[src/hdl/bmp_fifo.sv]
// ----------------------------------------------------------------------------
// bmp_fifo
// Small register queue with push/full and pop/empty sides.
// ----------------------------------------------------------------------------
module bmp_fifo #(
    parameter type t_item = logic,
    parameter int  DEPTH  = 4
) (
    input  logic                         i_clk,
    input  logic                         i_rst_n,
    input  logic                         i_push,
    input  t_item                        i_wdata,
    output logic                         o_full,
    input  logic                         i_pop,
    output t_item                        o_rdata,
    output logic                         o_empty,
    output logic [$clog2(DEPTH+1)-1:0]   o_count
);

    // pointers wrap at DEPTH - 1, so depth need not be a power of two
    localparam int AW = (DEPTH > 1) ? $clog2(DEPTH) : 1;
    localparam int CW = $clog2(DEPTH + 1);

    t_item           r_mem [DEPTH];
    logic [AW-1:0]   r_wp;
    logic [AW-1:0]   r_rp;
    logic [CW-1:0]   r_cnt;
    logic            push_ok;
    logic            pop_ok;

    assign push_ok = i_push && !o_full;
    assign pop_ok  = i_pop && !o_empty;
    assign o_full  = (r_cnt == CW'(DEPTH));
    assign o_empty = (r_cnt == '0);
    assign o_count = r_cnt;
    assign o_rdata = r_mem[r_rp];

    // storage
    always_ff @(posedge i_clk) begin
        if (push_ok) begin
            r_mem[r_wp] <= i_wdata;
        end
    end

    // pointers and fill count
    always_ff @(posedge i_clk) begin
        if (!i_rst_n) begin
            r_wp  <= '0;
            r_rp  <= '0;
            r_cnt <= '0;
        end else begin
            if (push_ok) begin
                r_wp <= (r_wp == AW'(DEPTH - 1)) ? '0 : r_wp + 1'b1;
            end
            if (pop_ok) begin
                r_rp <= (r_rp == AW'(DEPTH - 1)) ? '0 : r_rp + 1'b1;
            end
            r_cnt <= r_cnt + CW'(push_ok) - CW'(pop_ok);
        end
    end

endmodule

[config.mk]
export PLATFORM = sky130hd
export DESIGN_NAME = bmp_fifo
export DESIGN_NICKNAME = d
export VERILOG_FILES = /design/src/hdl/bmp_fifo.sv
export SDC_FILE = /design/constraint.sdc
export NUM_CORES = 1
export LEC_CHECK = 0
export BUFFER_PORTS_ARGS = -buffer_cell sky130_fd_sc_hd__buf_2
export CAP_MARGIN = 10
export CELL_PAD_IN_SITES_DETAIL_PLACEMENT = 0
export CELL_PAD_IN_SITES_GLOBAL_PLACEMENT = 1
export CORE_MARGIN = 5
export CORE_UTILIZATION = 36
export CTS_CLUSTER_DIAMETER = 60
export DETAILED_ROUTE_END_ITERATION = 7
export PLACE_DENSITY = 0.77
export SLEW_MARGIN = 20
export SYNTH_ARGS = -nofsm -noshare
export SYNTH_HDL_FRONTEND = slang
export SYNTH_SLANG_ARGS = --single-unit
[constraint.sdc]
create_clock -name i_clk -period 2.2 [get_ports i_clk]
set_clock_uncertainty 0.2 [all_clocks]
set_input_delay 0.33 -clock i_clk [delete_from_list [all_inputs] [get_ports i_clk]]
set_output_delay 0.33 -clock i_clk [all_outputs]
set_load 0.01 [all_outputs]
### After elaboration in Yosys (flattened, before gate mapping)

Memory sizes are Yosys's and may differ from the RTL's. A register that Yosys moved wholly into a read port is not among the register bits.
Index checks and enable logic that the tools add are counted.

* flip-flop bits (word level): 7
* memory bits (writable): 4
* output and inout port bits: 6
* logic and storage cells: 22
* memories kept: 1

* add/sub/neg operators: 4
* equality and inequality tests: 3
* multiplexer cells: 6
* reductions and logical operators: 5

Memory list
* r_mem: words 4, width 1, read ports 1, clocked after Yosys merged registers in 1, wr ports 1, RTL line 24 `t_item r_mem [DEPTH];`

Operator list (number)
* $mux 2: 4
* $add 2x1->2 const B: 2
* $eq 2x2->1 const B: 2
* $add 3x1->3: 1
* $eq 3x3->1 const B: 1
* $logic_not 3->1: 1
* $sub 3x1->3: 1
* $logic_and 1x1->1: 2
* $logic_not 1->1: 2
* $mux 1: 2

### Logic depth before layout (Yosys ltp)

* word-level depth: 5
* mapped depth: 12

### Worst setup path after synthesis

OpenSTA, ideal clock, no wires.

* kind: register -> register
* start point: register r_cnt[2], in the netlist o_count[2]
* end point: register r_cnt[2], in the netlist o_count[2]
* library setup time: 0.115 ns
* data arrival time: 2.172 ns
* path slack: -0.287 ns
* cell stages (with the launch flop): 13
* path through: dfxtp_1 -> nor3b_2 -> nor2b_1 -> buf_6 -> inv_1 -> ha_1 -> inv_1 -> ha_1 -> inv_1 -> fa_1 -> xnor2_1 -> xnor2_1 -> and2_1

* cells in the longest elaborated chain, start to end: 5
* elaborated cells on any way between the ends: 8

Ends and longest elaborated chain
* from (decl): RTL line 27 `logic [CW-1:0] r_cnt;`
* from (signal assigned): RTL line 58 `r_cnt <= r_cnt + CW'(push_ok) - CW'(pop_ok);`
* $eq 3x3->1: RTL line 33 `assign o_full = (r_cnt == CW'(DEPTH));`
* via o_full: RTL line 13 `output logic o_full,`
* $logic_not 1->1: RTL line 31 `assign push_ok = i_push && !o_full;`
* $logic_and 1x1->1: RTL line 31
* $add 3x1->3: RTL line 58
* $sub 3x1->3: RTL line 58

The timed path passes the listed nets, and every way through them passes these cells.
A chain may end at the register's enable or synchronous reset.

### Final worst setup path

* start point: register r_cnt[2], in the netlist o_count[2]
* end point: register r_cnt[2], in the netlist o_count[2]

* cells in the longest elaborated chain, start to end: 5
* elaborated cells on any way between the ends: 8

Ends and longest elaborated chain (RTL line)
* $eq 3x3->1: 33
* $logic_not 1->1: 31
* $logic_and 1x1->1: 31
* $add 3x1->3: 58
* $sub 3x1->3 *: 58

Mark *: on every way between the ends. The rest lies on a longest branch, timed or not.

==> reports/qor.txt <==
CP Capture Type -> flip-flop
Yosys cell types -> 20
First-pass GRT wire length -> 1420 µm
Antenna Cells -> 0
Power, Total -> 950 µW
Min Clock Period, post-route -> 2.25 ns
H-tree depth -> 1
Max transition margin -> 0.871
GR Overflow Total -> 0
Routability cong. -> 0.696
Max Fclk -> 444 MHz
Worst-Margin Slew -> 0.191 ns
Total track usage -> 0.0750
Die area -> 0.00269 mm²
Finished Cell Area -> 806 µm²
DR iter-0 viols -> 4
Core box area -> 0.00169 mm²
Ys flop type -> dfxtp_1
CTS tree -> built
Vias in the first global route -> 371
Routed vias -> 417
Initial Utilization -> 0.374
Syn_nets -> 70
Area growth syn-to-layout -> 27.5%
Chip height -> 51.9 µm
Crit share post-route -> 1.02
Filler Cell Count -> 164
Switching share of power -> 0.336
Critical Path Start Type -> flip-flop
WHS Endpoint -> r_mem[3]
Crit Path Class -> flip-flop to flip-flop
DRT antenna net count -> 0
EDFF count, synth -> 4
Top post-synthesis cells by area -> dfxtp_1 (29%), edfxtp_1 (19%), ha_1 (14%)
Worst-skew pair later-pin latency -> 0.26 ns
Register bit count reported by yosys -> 13
Initial antenna violation count -> 0
Sequential power share -> 0.398
Worst-path maximum fanout -> 3
CTS Hold Bufs -> 0
Synth top cells by count -> dfxtp_1 (9), ha_1 (7), inv_1 (6), nand2_1 (6), and2_1 (5)
Net Sw Power -> 319 µW
DP HPWL -> 768 µm
Worst IR drop on VDD -> 0.707 mV
Post-synthesis cell area -> 632 µm²
FF/Latch Area -> 307 µm²
Clock Sinks -> 13
Sequential area share after synthesis -> 0.475
RSZ-0062 raised after global routing -> true
RR Startpoint -> o_count[2]
Final wirelength -> 911 µm
Final Max Slew Viols -> 0
WP data arrival -> 2.22 ns
Placed inst area -> 753 µm²
Post-route DRC violation count -> 0
Input/output buffers -> 10
Status -> complete, but fails checks
WP data required -> 2.16 ns
Worst Hold Depth -> 1
Leak -> 0.000367 µW
Yosys warns -> 0
Final hold slack -> 0.0827 ns
Worst min-delay path class -> input pin to flip-flop
Cts bufs inserted -> 3
Row count -> 15
Area of the multi-input gates -> 327 µm²
CTS Root Buffer Type -> clkbuf_4
Die Width -> 51.9 µm
Synthesized instance count -> 57
PnR worst setup slack -> -0.0541 ns
Share of cells above drive strength 1 -> 0.395
IO Count -> 11
Pwr Density -> 1180 mW/mm²
Pint -> 631 µW
Violated checks -> negative setup slack
Reg2reg path depth -> 11
Synth area leader -> dfxtp_1
Largest net degree at the start of global routing -> 12
Most common cell in the synthesized netlist -> dfxtp_1
Clock Tree Buf Depth -> 2
Setup WS pre-CTS -> -0.0838 ns
Clk pin slew, worst setup/hold paths -> 0.07 ns
Area share of the largest cell type after synthesis -> 0.285
# nets final -> 90
HP Start -> i_wdata
Setup violations, final -> 1
Vias per cell -> 4.48
Ys async rst share -> 0
Power share of the combinational group -> 0.457
Hold Vio Cnt, Final -> 0
WL/cell -> 9.80 µm
Reg-to-reg endpoint -> o_count[2]
Drt pass-1 iters -> 2
R2r setup slk -> -0.05 ns
Clock network fraction of total power -> 0.146
Average footprint of a synthesized cell -> 11.1 µm²
Max-cap check violation count -> 0
## per-stage QoR
step	TNS [ns]	cells	utilization
finish	-0.0541	93	0.477
global route	-0.152	93	0.477
CTS	-0.0886	93	0.470
detailed placement	-0.0838	88	0.446
global placement	-0.0466	88	0.446
floorplan	-0.124	57	-
## kinds of logic (layout without fill, tap and decap cells)
kind of cell	after synthesis	count (layout)	synth area share
flops	13	13	0.475
compound gates	3	3	0.0277
xor+xnor	2	2	0.0277
fa+ha+maj	8	8	0.170
simple gates	20	20	0.172
mux	3	3	0.0673
buf+inv	8	27	0.0594
## cell usage in the layout (no fill, tap or decap), drive strengths merged
cell    Yosys  routed
xnor2       2       2
nor3        1       1
nand3       2       2
ha          7       7
dfxtp       9       9
mux2i       2       2
and2        6       6
fa          1       1
nor3b       1       1
nand2       6       6
nor2        2       2
edfxtp      4       4
clkbuf      1       4
nor2b       2       2
o21ai       2       2
inv         6       6
mux4        1       1
buf         1      17
o31ai       1       1
## worst max-delay path by stage
| stage | start | endpoint | depth (start not counted) |
|---|---|---|---|
| floorplan | o_count[2] | o_count[2] | 12 |
| global placement | o_count[2] | o_count[2] | 11 |
| detailed placement | o_count[2] | o_count[2] | 11 |
| CTS | o_count[2] | o_count[2] | 11 |
| global route | o_count[2] | o_count[2] | 11 |
| finish | o_count[2] | o_count[2] | 11 |
## metal layers
metal,wire (µm),global-route usage
met1,386,0.0719
met2,479,0.132
met3,45,0.0516
met4,0,0.0131
met5,0,0
## power groups by stage
stage,Combinational (µW),Sequential [µW],Clock (µW)
global placement,403,375,0
floorplan,236,393,0
CTS,437,372,143
detailed placement,410,377,0
finish,434,378,138
global route,488,387,156
## critical path, cell delays in order (launching register included)
cell	delay, ns
dfxtp_4	0.36
nor3b_4	0.15
nor2b_2	0.11
inv_1	0.05
ha_1	0.27
inv_1	0.06
ha_1	0.13
inv_1	0.05
fa_2	0.35
xnor2_2	0.15
xnor2_1	0.12
and2_1	0.15
## cell type report
| type | count | share of cell area |
|---|---|---|
| inverters | 6 | 0.0280 |
| clock buffers | 4 | 0.0326 |
| well taps | 17 | 0.0264 |
| flip-flops and latches | 13 | 0.380 |
| repair buffers | 17 | 0.127 |
| multi-input cells | 36 | 0.405 |
## what timing repair did
action | in CTS | in global routing
setup buffers | 1 | 0
resized for setup | 1 | 2
endpoints found under the setup margin | 1 | 1
No activity file was read; power rests on OpenSTA's default activity.
