## config.mk

```make
export PLATFORM = sky130hd
export DESIGN_NAME = bmp_front
export DESIGN_NICKNAME = d
export VERILOG_FILES = /design/src/hdl/bmp_pkg.sv /design/src/hdl/bmp_front.sv
export SDC_FILE = /design/constraint.sdc
export NUM_CORES = 2
export LEC_CHECK = 0
export ABC_CLOCK_PERIOD_IN_PS = 7800
export BUFFER_PORTS_ARGS = -buffer_cell sky130_fd_sc_hd__buf_2
export CORE_MARGIN = 2
export CORE_UTILIZATION = 50
export DETAILED_ROUTE_END_ITERATION = 10
export GPL_TIMING_DRIVEN = 0
export PLACE_DENSITY = 0.68
export SLEW_MARGIN = 20
export SYNTH_ARGS = -nofsm -noshare
export SYNTH_HDL_FRONTEND = slang
export SYNTH_SLANG_ARGS = --single-unit
export TNS_END_PERCENT = 30
```

## constraint.sdc

```tcl
create_clock -name i_clk -period 7.8 [get_ports i_clk]
set_input_delay 1.56 -clock i_clk [delete_from_list [all_inputs] [get_ports i_clk]]
set_output_delay 1.56 -clock i_clk [all_outputs]
set_load 0.01 [all_outputs]
```

## src/hdl/bmp_pkg.sv

```systemverilog
// ----------------------------------------------------------------------------
// bmp_pkg
// Shared types and codes for the BMP byte stream to RGB pixel decoder.
// ----------------------------------------------------------------------------
package bmp_pkg;

    // sizes
    localparam int MAX_DIM_DEF = 4096;
    localparam int PAL_DEPTH   = 256;
    localparam int PAL_AW      = 8;
    localparam int HDR_BYTES   = 54;
    localparam int OPQ_DEPTH   = 4;
    localparam int OUTQ_DEPTH  = 4;

    // header constants
    localparam logic [7:0]  SIG_B    = 8'h42;
    localparam logic [7:0]  SIG_M    = 8'h4D;
    localparam logic [31:0] INFO_HDR = 32'd40;

    // result kinds
    localparam logic [1:0] KIND_PIXEL  = 2'd0;
    localparam logic [1:0] KIND_DIM    = 2'd1;
    localparam logic [1:0] KIND_STATUS = 2'd2;

    // status codes
    localparam logic [1:0] ST_OK          = 2'd0;
    localparam logic [1:0] ST_INVALID     = 2'd1;
    localparam logic [1:0] ST_UNSUPPORTED = 2'd2;

    // palette entry byte lanes
    localparam logic [1:0] LANE_BLUE  = 2'd0;
    localparam logic [1:0] LANE_GREEN = 2'd1;
    localparam logic [1:0] LANE_RED   = 2'd2;
    localparam logic [1:0] LANE_PAD   = 2'd3;

    // register indexes
    localparam logic REG_FILE_SIZE = 1'b0;

    // result slots of one request, in issue order
    localparam logic [3:0] SLOT_PEND = 4'd0;
    localparam logic [3:0] SLOT_DIM  = 4'd1;
    localparam logic [3:0] SLOT_PIX0 = 4'd2;
    localparam logic [3:0] SLOT_STAT = 4'd10;
    localparam logic [3:0] SLOT_DONE = 4'd11;

    typedef enum logic [1:0] {
        MODE_1,
        MODE_4,
        MODE_8,
        MODE_24
    } t_mode;

    // work handed from front to back for one input byte
    typedef struct packed {
        logic        pend;
        logic [1:0]  pend_st;
        logic        dim;
        logic [12:0] img_w;
        logic [12:0] img_h;
        logic [3:0]  npix;
        t_mode       mode;
        logic [7:0]  dbyte;
        logic [15:0] asm_gb;
        logic [11:0] col;
        logic [11:0] row;
        logic        stat;
        logic [1:0]  stat_val;
        logic        pal_we;
        logic [7:0]  pal_idx;
        logic [1:0]  pal_lane;
    } t_op;

    // one result item
    typedef struct packed {
        logic [1:0]  kind;
        logic [11:0] col;
        logic [11:0] row;
        logic [7:0]  red;
        logic [7:0]  green;
        logic [7:0]  blue;
        logic [12:0] image_width;
        logic [12:0] image_height;
        logic [1:0]  status;
        logic        last;
    } t_res;

endpackage

```

## src/hdl/bmp_front.sv

```systemverilog
// ----------------------------------------------------------------------------
// bmp_front
// Byte parser: captures and checks the header, tracks palette and pixel
// positions, and hands a request for each byte with work to the back end.
// ----------------------------------------------------------------------------
module bmp_front #(
    parameter int MAX_DIM = bmp_pkg::MAX_DIM_DEF
) (
    input  logic          i_clk,
    input  logic          i_rst_n,
    input  logic [31:0]   i_file_size,
    input  logic          i_push,
    input  logic [7:0]    i_data_byte,
    input  logic          i_last_byte,
    input  logic          i_op_full,
    output logic          o_op_push,
    output bmp_pkg::t_op  o_op
);
    import bmp_pkg::*;

    localparam int DW  = $clog2(MAX_DIM + 1);
    localparam int P1W = DW + 16;
    localparam int LW  = P1W - 2;
    localparam int P2W = LW + DW;

    // header byte offsets
    localparam int OFS_SIZE = 2;
    localparam int OFS_OFF  = 10;
    localparam int OFS_ISZ  = 14;
    localparam int OFS_W    = 18;
    localparam int OFS_H    = 22;
    localparam int OFS_BPP  = 28;
    localparam int OFS_COMP = 30;

    typedef enum logic [2:0] {
        PH_HEADER,
        PH_PALETTE,
        PH_DATA,
        PH_PAD,
        PH_DONE
    } t_phase;

    t_phase          r_phase, n_phase;
    logic [31:0]     r_cnt, n_cnt;
    logic [DW-1:0]   r_col, n_col;
    logic [DW-1:0]   r_row, n_row;
    logic [1:0]      r_sub, n_sub;
    logic [1:0]      r_mod4, n_mod4;
    logic [15:0]     r_asm, n_asm;
    logic            r_pend, n_pend;
    logic [1:0]      r_pend_st, n_pend_st;

    // captured header fields
    logic [7:0]      r_sig0, r_sig1;
    logic [31:0]     r_size, r_off, r_isz, r_w, r_h, r_comp;
    logic [15:0]     r_bpp;
    logic [P1W-1:0]  r_prod1;
    logic [P2W-1:0]  r_prod2;

    logic            acc;
    logic [5:0]      hc;
    logic [P1W:0]    sum1;
    logic [LW-1:0]   line;
    logic            ovf;
    logic            indexed;
    logic [31:0]     ent4;
    logic [31:0]     off_m54;
    logic            hdr_ok;
    logic [1:0]      hdr_st;
    t_mode           mode;
    logic [DW-1:0]   remain;
    logic [3:0]      npix;
    logic [DW:0]     col_sum;
    logic [DW-1:0]   row_next;
    logic [1:0]      mod4_n;
    logic [9:0]      pidx;
    logic            start;
    logic            st_en;
    logic [1:0]      st_val;
    t_op             op;

    assign acc = i_push && !i_op_full;
    assign hc  = r_cnt[5:0];

    // row length and image size check terms
    assign sum1    = {1'b0, r_prod1} + (P1W + 1)'(31);
    assign line    = {sum1[P1W:5], 2'b00};
    assign ovf     = 64'(r_prod2) > 64'h0000_0000_FFFF_FFFF;
    assign indexed = (r_bpp == 16'd1) || (r_bpp == 16'd4) || (r_bpp == 16'd8);
    assign ent4    = (r_bpp == 16'd1) ? 32'd8 :
                     (r_bpp == 16'd4) ? 32'd64 :
                     (r_bpp == 16'd8) ? 32'd1024 : 32'd0;
    assign off_m54 = r_off - 32'(HDR_BYTES);

    // header verdict, in priority order
    always_comb begin
        hdr_ok = 1'b0;
        hdr_st = ST_OK;
        if (i_file_size < 32'(HDR_BYTES)) begin
            hdr_st = ST_INVALID;
        end else if (r_sig0 != SIG_B || r_sig1 != SIG_M) begin
            hdr_st = ST_UNSUPPORTED;
        end else if (r_comp != '0) begin
            hdr_st = ST_UNSUPPORTED;
        end else if (r_isz != INFO_HDR) begin
            hdr_st = ST_UNSUPPORTED;
        end else if (r_w > 32'(MAX_DIM) || r_h > 32'(MAX_DIM)) begin
            hdr_st = ST_INVALID;
        end else if (ovf) begin
            hdr_st = ST_INVALID;
        end else if (r_size != i_file_size || r_size < r_off) begin
            hdr_st = ST_INVALID;
        end else if (r_off < 32'(HDR_BYTES)) begin
            hdr_st = ST_INVALID;
        end else if (r_off > 32'(HDR_BYTES) && off_m54 != ent4) begin
            hdr_st = ST_INVALID;
        end else if (indexed && r_off == 32'(HDR_BYTES)) begin
            hdr_st = ST_INVALID;
        end else if (!indexed && r_bpp != 16'd24) begin
            hdr_st = ST_UNSUPPORTED;
        end else begin
            hdr_ok = 1'b1;
        end
    end

    // pixel geometry of the current byte
    always_comb begin
        case (r_bpp)
            16'd1:   mode = MODE_1;
            16'd4:   mode = MODE_4;
            16'd8:   mode = MODE_8;
            default: mode = MODE_24;
        endcase
    end

    assign remain = r_w[DW-1:0] - r_col;

    always_comb begin
        case (mode)
            MODE_1:  npix = (remain >= DW'(8)) ? 4'd8 : 4'(remain);
            MODE_4:  npix = (remain >= DW'(2)) ? 4'd2 : 4'd1;
            MODE_8:  npix = 4'd1;
            default: npix = (r_sub == 2'd2) ? 4'd1 : 4'd0;
        endcase
    end

    assign col_sum  = (DW + 1)'(r_col) + (DW + 1)'(npix);
    assign row_next = r_row + 1'b1;
    assign mod4_n   = r_mod4 + 2'd1;
    assign pidx     = r_cnt[9:0] - 10'(HDR_BYTES);

    // next state and request for the accepted byte
    always_comb begin
        n_phase   = r_phase;
        n_cnt     = r_cnt;
        n_col     = r_col;
        n_row     = r_row;
        n_sub     = r_sub;
        n_mod4    = r_mod4;
        n_asm     = r_asm;
        n_pend    = r_pend;
        n_pend_st = r_pend_st;
        start     = 1'b0;
        st_en     = 1'b0;
        st_val    = ST_OK;
        op          = '0;
        op.pend     = r_pend;
        op.pend_st  = r_pend_st;
        op.img_w    = r_w[12:0];
        op.img_h    = r_h[12:0];
        op.mode     = mode;
        op.dbyte    = i_data_byte;
        op.asm_gb   = r_asm;
        op.col      = 12'(r_col);
        op.row      = 12'(r_h[DW-1:0] - DW'(1) - r_row);
        op.pal_idx  = pidx[9:2];
        op.pal_lane = pidx[1:0];
        if (acc) begin
            n_pend = 1'b0;
            case (r_phase)
                PH_HEADER: begin
                    n_cnt = r_cnt + 32'd1;
                    if (hc == 6'(HDR_BYTES - 1)) begin
                        if (!hdr_ok) begin
                            n_phase = PH_DONE;
                            st_en   = 1'b1;
                            st_val  = hdr_st;
                        end else begin
                            op.dim = 1'b1;
                            if (r_off == 32'(HDR_BYTES)) begin
                                start = 1'b1;
                            end else begin
                                n_phase = PH_PALETTE;
                            end
                        end
                    end
                end
                PH_PALETTE: begin
                    op.pal_we = (pidx[1:0] != LANE_PAD);
                    n_cnt     = r_cnt + 32'd1;
                    if (n_cnt >= r_off) begin
                        start = 1'b1;
                    end
                end
                PH_DATA: begin
                    op.npix = npix;
                    n_col   = col_sum[DW-1:0];
                    if (mode == MODE_24) begin
                        case (r_sub)
                            2'd0: begin
                                n_asm = {8'h00, i_data_byte};
                                n_sub = 2'd1;
                            end
                            2'd1: begin
                                n_asm = {i_data_byte, r_asm[7:0]};
                                n_sub = 2'd2;
                            end
                            default: begin
                                n_sub = 2'd0;
                            end
                        endcase
                    end
                    n_mod4 = mod4_n;
                    if (col_sum >= (DW + 1)'(r_w[DW-1:0])) begin
                        n_col = '0;
                        n_row = row_next;
                        if (row_next >= r_h[DW-1:0]) begin
                            n_phase = PH_DONE;
                            st_en   = 1'b1;
                            st_val  = ST_OK;
                        end else if (mod4_n != 2'd0) begin
                            n_phase = PH_PAD;
                        end
                    end
                end
                PH_PAD: begin
                    n_mod4 = mod4_n;
                    if (mod4_n == 2'd0) begin
                        n_phase = PH_DATA;
                    end
                end
                default: begin
                end
            endcase

            // start of pixel data
            if (start) begin
                n_col  = '0;
                n_row  = '0;
                n_sub  = '0;
                n_mod4 = '0;
                n_asm  = '0;
                if (r_w == '0 || r_h == '0) begin
                    n_phase = PH_DONE;
                    st_en   = 1'b1;
                    st_val  = ST_OK;
                end else begin
                    n_phase = PH_DATA;
                end
            end

            // end of file: short file check and restart
            if (i_last_byte) begin
                if (n_phase != PH_DONE) begin
                    st_en  = 1'b1;
                    st_val = ST_INVALID;
                end
                n_phase = PH_HEADER;
                n_cnt   = '0;
                n_col   = '0;
                n_row   = '0;
                n_sub   = '0;
                n_mod4  = '0;
                n_asm   = '0;
            end

            // a status beyond eight results waits for the next byte
            if (st_en) begin
                if (!r_pend && !op.dim && op.npix == 4'd8) begin
                    n_pend    = 1'b1;
                    n_pend_st = st_val;
                end else begin
                    op.stat     = 1'b1;
                    op.stat_val = st_val;
                end
            end
        end
    end

    assign o_op      = op;
    assign o_op_push = acc && (op.pend || op.dim || op.npix != 4'd0 || op.stat || op.pal_we);

    // header capture and size products
    always_ff @(posedge i_clk) begin
        if (acc && r_phase == PH_HEADER) begin
            if (hc == 6'd0) begin
                r_sig0 <= i_data_byte;
            end
            if (hc == 6'd1) begin
                r_sig1 <= i_data_byte;
            end
            for (int k = 0; k < 4; k++) begin
                if (hc == 6'(OFS_SIZE + k)) r_size[8*k +: 8] <= i_data_byte;
                if (hc == 6'(OFS_OFF + k))  r_off[8*k +: 8]  <= i_data_byte;
                if (hc == 6'(OFS_ISZ + k))  r_isz[8*k +: 8]  <= i_data_byte;
                if (hc == 6'(OFS_W + k))    r_w[8*k +: 8]    <= i_data_byte;
                if (hc == 6'(OFS_H + k))    r_h[8*k +: 8]    <= i_data_byte;
                if (hc == 6'(OFS_COMP + k)) r_comp[8*k +: 8] <= i_data_byte;
            end
            for (int k = 0; k < 2; k++) begin
                if (hc == 6'(OFS_BPP + k)) r_bpp[8*k +: 8] <= i_data_byte;
            end
            if (hc == 6'(OFS_BPP + 2)) begin
                r_prod1 <= P1W'(r_w[DW-1:0]) * P1W'(r_bpp);
            end
            if (hc == 6'(OFS_BPP + 3)) begin
                r_prod2 <= P2W'(line) * P2W'(r_h[DW-1:0]);
            end
        end
    end

    // parser state
    always_ff @(posedge i_clk) begin
        if (!i_rst_n) begin
            r_phase <= PH_HEADER;
            r_cnt   <= '0;
            r_col   <= '0;
            r_row   <= '0;
            r_sub   <= '0;
            r_mod4  <= '0;
            r_asm   <= '0;
            r_pend  <= 1'b0;
        end else begin
            r_phase <= n_phase;
            r_cnt   <= n_cnt;
            r_col   <= n_col;
            r_row   <= n_row;
            r_sub   <= n_sub;
            r_mod4  <= n_mod4;
            r_asm   <= n_asm;
            r_pend  <= n_pend;
        end
    end

    always_ff @(posedge i_clk) begin
        r_pend_st <= n_pend_st;
    end

endmodule

```

Word-level counts from Yosys, hierarchy flattened --
Cells that the tools add are included.
Word-level totals: flip-flop bits (word level) 375, latch bits 0, memory bits (writable) 0, memory bits (read-only) 0, input port bits 45, output and inout port bits 99, logic and storage cells 293, memories kept 0
Operators by class: $add $sub $neg 10, $mul 2, divide/modulo/power cells 0, magnitude comparators 12, eq/ne operators 50, shifts and indexed selects 0, multiplexer cells 102, bitwise logic cells 0, reduce and logical (&&, ||, !) cells 77
Operators by type and width (number):
- 2-to-1 mux 13 bit | 8
- equality test 6 x 5 -> 1 bit (second input constant) | 14
- > comparator 32 x 13 -> 1 bit (second input constant) | 2
- zero test 32 bit | 2
- < comparator 32 x 6 -> 1 bit (second input constant) | 2
- 2-to-1 mux 16 bit | 4
- 2-to-1 mux 32 bit | 2
- AND reduction 2 bit | 31
- 2-to-1 mux 2 bit | 26
- > comparator 40 x 32 -> 1 bit (second input constant) | 1
- 2-to-1 mux 3 bit | 13
- multiplier 25 x 13 -> 38 bit | 1
- equality test 6 x 4 -> 1 bit (second input constant) | 6
- 2-to-1 mux 1 bit | 34
- 2-to-1 mux 11 bit | 3
- adder 32 x 1 -> 32 bit (second input constant) | 1
- equality test 32 x 6 -> 1 bit (second input constant) | 1
- greater-or-equal comparator 32 bit | 1
- > comparator 32 x 6 -> 1 bit (second input constant) | 1
- < comparator 32 bit | 1
- != test 32 x 11 -> 1 bit | 1
- != test 32 bit | 1
- != test 32 x 6 -> 1 bit (second input constant) | 1
- one-hot mux 16 bit (2 select lines) | 1
- 50 further kinds | 95

Logic depth before layout (Yosys ltp) --
word-level depth 31, depth in mapped cells 35

Worst setup path after synthesis --
Ideal clock, no wire load.
path type register to output, start point register r_w[1], end point output port o_op_push, arrival time 6768 ps, data required time 6240 ps, slack -528 ps, stages on the path, launching flop included 32, path buffers 3, cells stage by stage edfxtp_1 clkbuf_1 clkbuf_1 inv_1 fa_1 nor2b_1 o31a_1 nor2_1 o21ai_0 xnor2_1 o2111ai_1 or3_1 clkbuf_1 o21a_1 a21oi_1 inv_1 fa_1 a21o_1 a21oi_1 nor4_1 and3_1 and3_1 xor2_1 ha_1 nand3_1 or2_2 o2111a_1 o41ai_1 o2111a_1 o221ai_1 o311ai_1 o2111ai_1
On the way: cells in the longest elaborated chain, start to end 22, elaborated cells between the ends (all ways) 59, classes of those cells add/sub (2); order compare (4); eq/ne (2); mux (39); reduce/logical (12)
Ends and longest elaborated chain:
- start: declaration | line bmp_front.sv:55 | logic [31:0] r_size, r_off, r_isz, r_w, r_h, r_comp;
- start signal: indexed assignment | line bmp_front.sv:306 | if (hc == 6'(OFS_W + k)) r_w[8*k +: 8] <= i_data_byte;
- branches (longest 19 deep; another with adder 13 x 4 -> 14 bit)
- logical OR 1 bit * (2 in series) | line bmp_front.sv:291 | assign o_op_push = acc && (op.pend || op.dim || op.npix != 4'd0 || op.stat || op.pal_we);
- logical AND 1 bit * | line bmp_front.sv:291
- end: declaration | line bmp_front.sv:16 | output logic o_op_push,
Mark *: on every way between the ends. The select of a mux whose other input is x is not followed.

Worst setup path after layout --
Same ends and word-level chain as after synthesis.

==> tab_implementation.tex <==
\begin{tabular}{lr}
\hline
Metric & Value \\
\hline
\multicolumn{2}{l}{\textbf{Yosys}} \\
Part of the Yosys area used for sequential elements & 28.0\% \\
Syn Inst Count & 3,433 \\
Synthesized area & between 30,000 and 40,000 sq um \\
Top\_reg\_cell synth & edfxtp\_1 \\
Async set or reset register ratio after synthesis & 0\% \\
Post-synthesis register bit count & roughly 350 \\
Number of enable flip-flop cells after synthesis & between 200 and 300 \\
Yosys Warn Count & 0 \\
Average cell area after synthesis & 9.93 sq um \\
Distinct cell type count after synthesis & 85 \\
Syn nets & 4,164 \\
\multicolumn{2}{l}{\textbf{Final layout}} \\
Layout area overhead & 12.5\% \\
Final net count & approximately 4,400 \\
Area taken by flip-flops and latches & 9550 sq um \\
Final Util & 56.9\% \\
Share of final-layout standard cells stronger than drive strength 1 & 12.6\% \\
Filler cell count in the final layout & 5,795 \\
Non-filler instance count after layout & 4,572 \\
Area of the multi-input gates & between 20,000 and 25,000 sq um \\
ANT cells & 0 \\
\multicolumn{2}{l}{\textbf{Routing}} \\
Overall routed net length & 93.0 mm \\
Per-cell routed wire length & 20.3 um \\
Violation count after the first detailed-routing iteration & 2,346 \\
First-pass iteration count of the detailed router & 8 \\
Number of vias per cell & 5.64 \\
Number of nets with antenna violations after routing & 0 \\
Detailed-route via count & 25,800 \\
DRC & 0 \\
\multicolumn{2}{l}{\textbf{Timing}} \\
Unrepaired setup endpoints after global routing & yes \\
Fin Clk Skew & 29.0 ps \\
Max\_slew headroom & about 28\% \\
Share of the clock period used by the worst path & 108\% \\
Pin slew with the least headroom to its limit & around 1100 ps \\
Post-layout min period & roughly 8400 ps \\
Setup violation total in the final timing report & 7 \\
Final hold violation count & 0 \\
Maximum clock rate & 119 MHz \\
Post-layout worst setup margin & -588 ps \\
Number of pins with negative max-slew slack in the final report & 0 \\
\multicolumn{2}{l}{\textbf{Min path}} \\
Worst Min Path Start & r\_asm[9] \\
Worst min-delay path endpoint & r\_asm[9] \\
Worst Hold Class & flop to flop \\
Number of stages on the worst hold path & 1 \\
\multicolumn{2}{l}{\textbf{Setup path}} \\
Setup slack of the worst register-to-register path & -300 ps \\
Cell with the largest stage delay on the worst path & or3\_4 \\
Type of destination of the critical path & primary output \\
Crit path arrival time & between 6000 and 7000 ps \\
CP required & 6240 ps \\
Destination of the worst register-to-register timing path & r\_phase[1] \\
Worst R2R Path Depth & 50 \\
R2R Path Start & r\_w[1] \\
Nature of the critical path startpoint & flop \\
Largest stage delay on the critical path & 450 ps \\
Biggest fanout along the worst timing path & 5 \\
Launching instance or port of the critical path & r\_w[1] \\
Start-to-end type of the worst setup path & flop to primary output \\
\multicolumn{2}{l}{\textbf{Pwr}} \\
Power density over cell area & 105 nW/um\^{}2 \\
Worst VDD drop & approximately 190 uV \\
Leakage dissipation & between 15 and 20 nW \\
Final Total Pwr & $\sim$0.004 W \\
\multicolumn{2}{l}{\textbf{Floorplanning}} \\
Initial standard-cell utilization of the core & about half \\
Die span in y & roughly 270 um \\
Chip width & 265 um \\
CORE AREA & $\sim$67,000 sq um \\
Area of the die & 70,300 sq um \\
Number of I/O pins & 144 \\
Number of placement rows & 95 \\
\multicolumn{2}{l}{\textbf{CTS}} \\
Count of hold-fix buffers inserted at cts & 0 \\
H-tree depth & 2 \\
Clk Latency, worst-skew pair & 570 ps \\
\# clock sinks & 345 \\
Number of CTS-inserted buffers & 38 \\
Reg clk slew, reported paths & 60 ps \\
Clock tree buffer depth & 3 \\
CTS tree & done \\
Master cell of the clock root buffer & clkbuf\_16 \\
\multicolumn{2}{l}{\textbf{Global route}} \\
Remaining global-route overflow & 0 \\
Number of global-route vias before repair & 26,000 \\
All-layer global routing usage & 26.7\% \\
Antenna violations before repair & 1 \\
Pin count of the biggest net entering global routing & 35 \\
Global-route wire length before repair & 146 mm \\
\multicolumn{2}{l}{\textbf{Place}} \\
Last weighted congestion value of the routability-driven placer & 0.958 \\
IO Port Bufs & 142 \\
Placed cell count & 4,452 \\
Post-detail-place hpwl & 71.6 mm \\
\multicolumn{2}{l}{\textbf{Run}} \\
Maxcap violations & 0 \\
\multicolumn{2}{l}{\textbf{Outcome}} \\
Violations in the final reports & negative setup slack \\
Status & complete, but fails checks \\
\hline
\end{tabular}
-- final cells by class --
type / count / area share (%)
clock buffers: 44 / 2.59
clock inverters: 26 / 0.904
repair buffers: 199 / 3.11
well taps: 873 / 2.85
inverters: 478 / 4.69
plain buffers: 186 / 2.51
flip-flops and latches: 345 / 24.9
multi-input cells: 2421 / 58.5
-- per-stage QoR --
stage	setup slack [ps]	area, sq um	setup TNS (ps)	hold slack [ps]
3_5_place_dp	-1360	36000	-13430	459
3_3_place_gp	-1460	35900	-13310	455
6_report	-588	38300	-2610	480
5_1_grt	-844	38300	-5730	497
2_1_floorplan	27.8	34100	0	446
4_1_cts	-518	38100	-3800	480
-- how the worst max path moves through the flow --
stage                      to  slack, ps  cells past startpoint
CTS                 o_op_push       -520                     34
detailed placement  o_op_push      -1360                     31
floorplan           o_op_push         30                     31
global placement    o_op_push      -1460                     31
global route        o_op_push       -840                     33
finish              o_op_push       -590                     33
-- what timing repair did --
item,4_1_cts,5_1_grt
pin swaps,29,30
setup endpoints to repair,12,13
setup buffers,44,10
endpoints found under the hold margin,0,0
gates resized for setup,86,48
-- per-layer routing --
layer | up-vias | wire length (um) | GRT usage (%)
met5 | - | 0 | 0
met4 | 0 | 2380 | 6.84
met3 | 163 | 7230 | 3.63
met2 | 1126 | 43400 | 43.6
met1 | 12800 | 39900 | 37.6
li1 | 11700 | - | -
-- critical path: cells and delay by family, from the launching register on --
| kind | cells | cell delay (ps) |
|---|---|---|
| compound gates | 15 | 2530 |
| xor+xnor | 1 | 170 |
| fa+ha+maj | 3 | 800 |
| buf+inv | 4 | 580 |
| flops | 1 | 430 |
| simple gates | 10 | 1750 |
-- state kept, by name (all words and copies together) (netlist names), 13 cells and up --
| signal | cells |
|---|---|
| r_col | 13 |
| r_h | 32 |
| r_size | 32 |
| r_w | 32 |
| r_prod1 | 29 |
| r_cnt | 32 |
| r_isz | 32 |
| r_bpp | 16 |
| r_row | 13 |
| r_off | 32 |
| r_comp | 32 |
| r_asm | 16 |
-- power breakdown --
group	internal, W	switching (W)	leakage, nW	total (W)
registers	0.00197	0.00000238	3.04	0.00198
clock network	0.00113	0.000778	0.651	0.00191
logic	0.0000386	0.0000936	13.5	0.000132
-- placed cells by master (no fill, tap or decap), types with 11 or more instances in the layout --
cell       count
a211oi_1      15
a21boi_0      14
a21o_1        43
a21oi_1       74
a22oi_1       15
and2_1       197
and3_1        43
buf_2        158
buf_4         94
buf_6         16
clkbuf_1     110
clkbuf_16     38
dfxtp_1       79
edfxtp_1     263
fa_1         407
ha_1         271
inv_1        475
nand2_1      453
nand2b_1      12
nand3_1       56
nand4_1       46
nor2_1       126
nor2b_1       43
nor3_1        55
nor4_1        49
o21a_1        17
o21ai_0       76
or3_1         11
xnor2_1      130
xor2_1        36
-- cell families (layout without fill, tap and decap cells) --
kind of cell,count (synthesis),after routing,synth area share (%)
AO/OA/AOI/OAI,374,374,7.47
XOR/XNOR,180,180,4.66
adder cells (fa/ha/maj),686,686,34.2
buffers and inverters,667,933,8.01
flip-flops,345,345,28.0
multiplexers,5,5,0.150
AND/OR/NAND/NOR,1176,1176,17.5
-- Yosys cell counts (7+ instances only) --
| cell | instances | area share [%] |
|---|---|---|
| a211o_1 | 7 | 0.18 |
| a211oi_1 | 17 | 0.37 |
| a21boi_0 | 15 | 0.33 |
| a21o_1 | 43 | 0.95 |
| a21oi_1 | 82 | 1.2 |
| a22o_1 | 8 | 0.21 |
| a22oi_1 | 16 | 0.35 |
| a31oi_1 | 9 | 0.17 |
| and2_1 | 198 | 3.6 |
| and3_1 | 47 | 0.86 |
| buf_2 | 20 | 0.29 |
| buf_4 | 48 | 1.1 |
| clkbuf_1 | 116 | 1.3 |
| dfxtp_1 | 82 | 4.8 |
| edfxtp_1 | 263 | 23 |
| fa_1 | 409 | 24 |
| ha_1 | 277 | 10 |
| inv_1 | 478 | 5.3 |
| nand2_1 | 455 | 5.0 |
| nand2b_1 | 12 | 0.22 |
| nand3_1 | 60 | 0.88 |
| nand4_1 | 46 | 0.84 |
| nor2_1 | 130 | 1.4 |
| nor2b_1 | 45 | 0.83 |
| nor3_1 | 58 | 0.85 |
| nor4_1 | 55 | 1.0 |
| nor4b_1 | 8 | 0.21 |
| o2111ai_1 | 9 | 0.23 |
| o211ai_1 | 9 | 0.20 |
| o21a_1 | 17 | 0.37 |
| o21ai_0 | 82 | 1.2 |
| o21bai_1 | 7 | 0.15 |
| or2_2 | 7 | 0.13 |
| or3_1 | 13 | 0.24 |
| xnor2_1 | 137 | 3.5 |
| xor2_1 | 42 | 1.1 |
(Power assumes the default switching activity.)
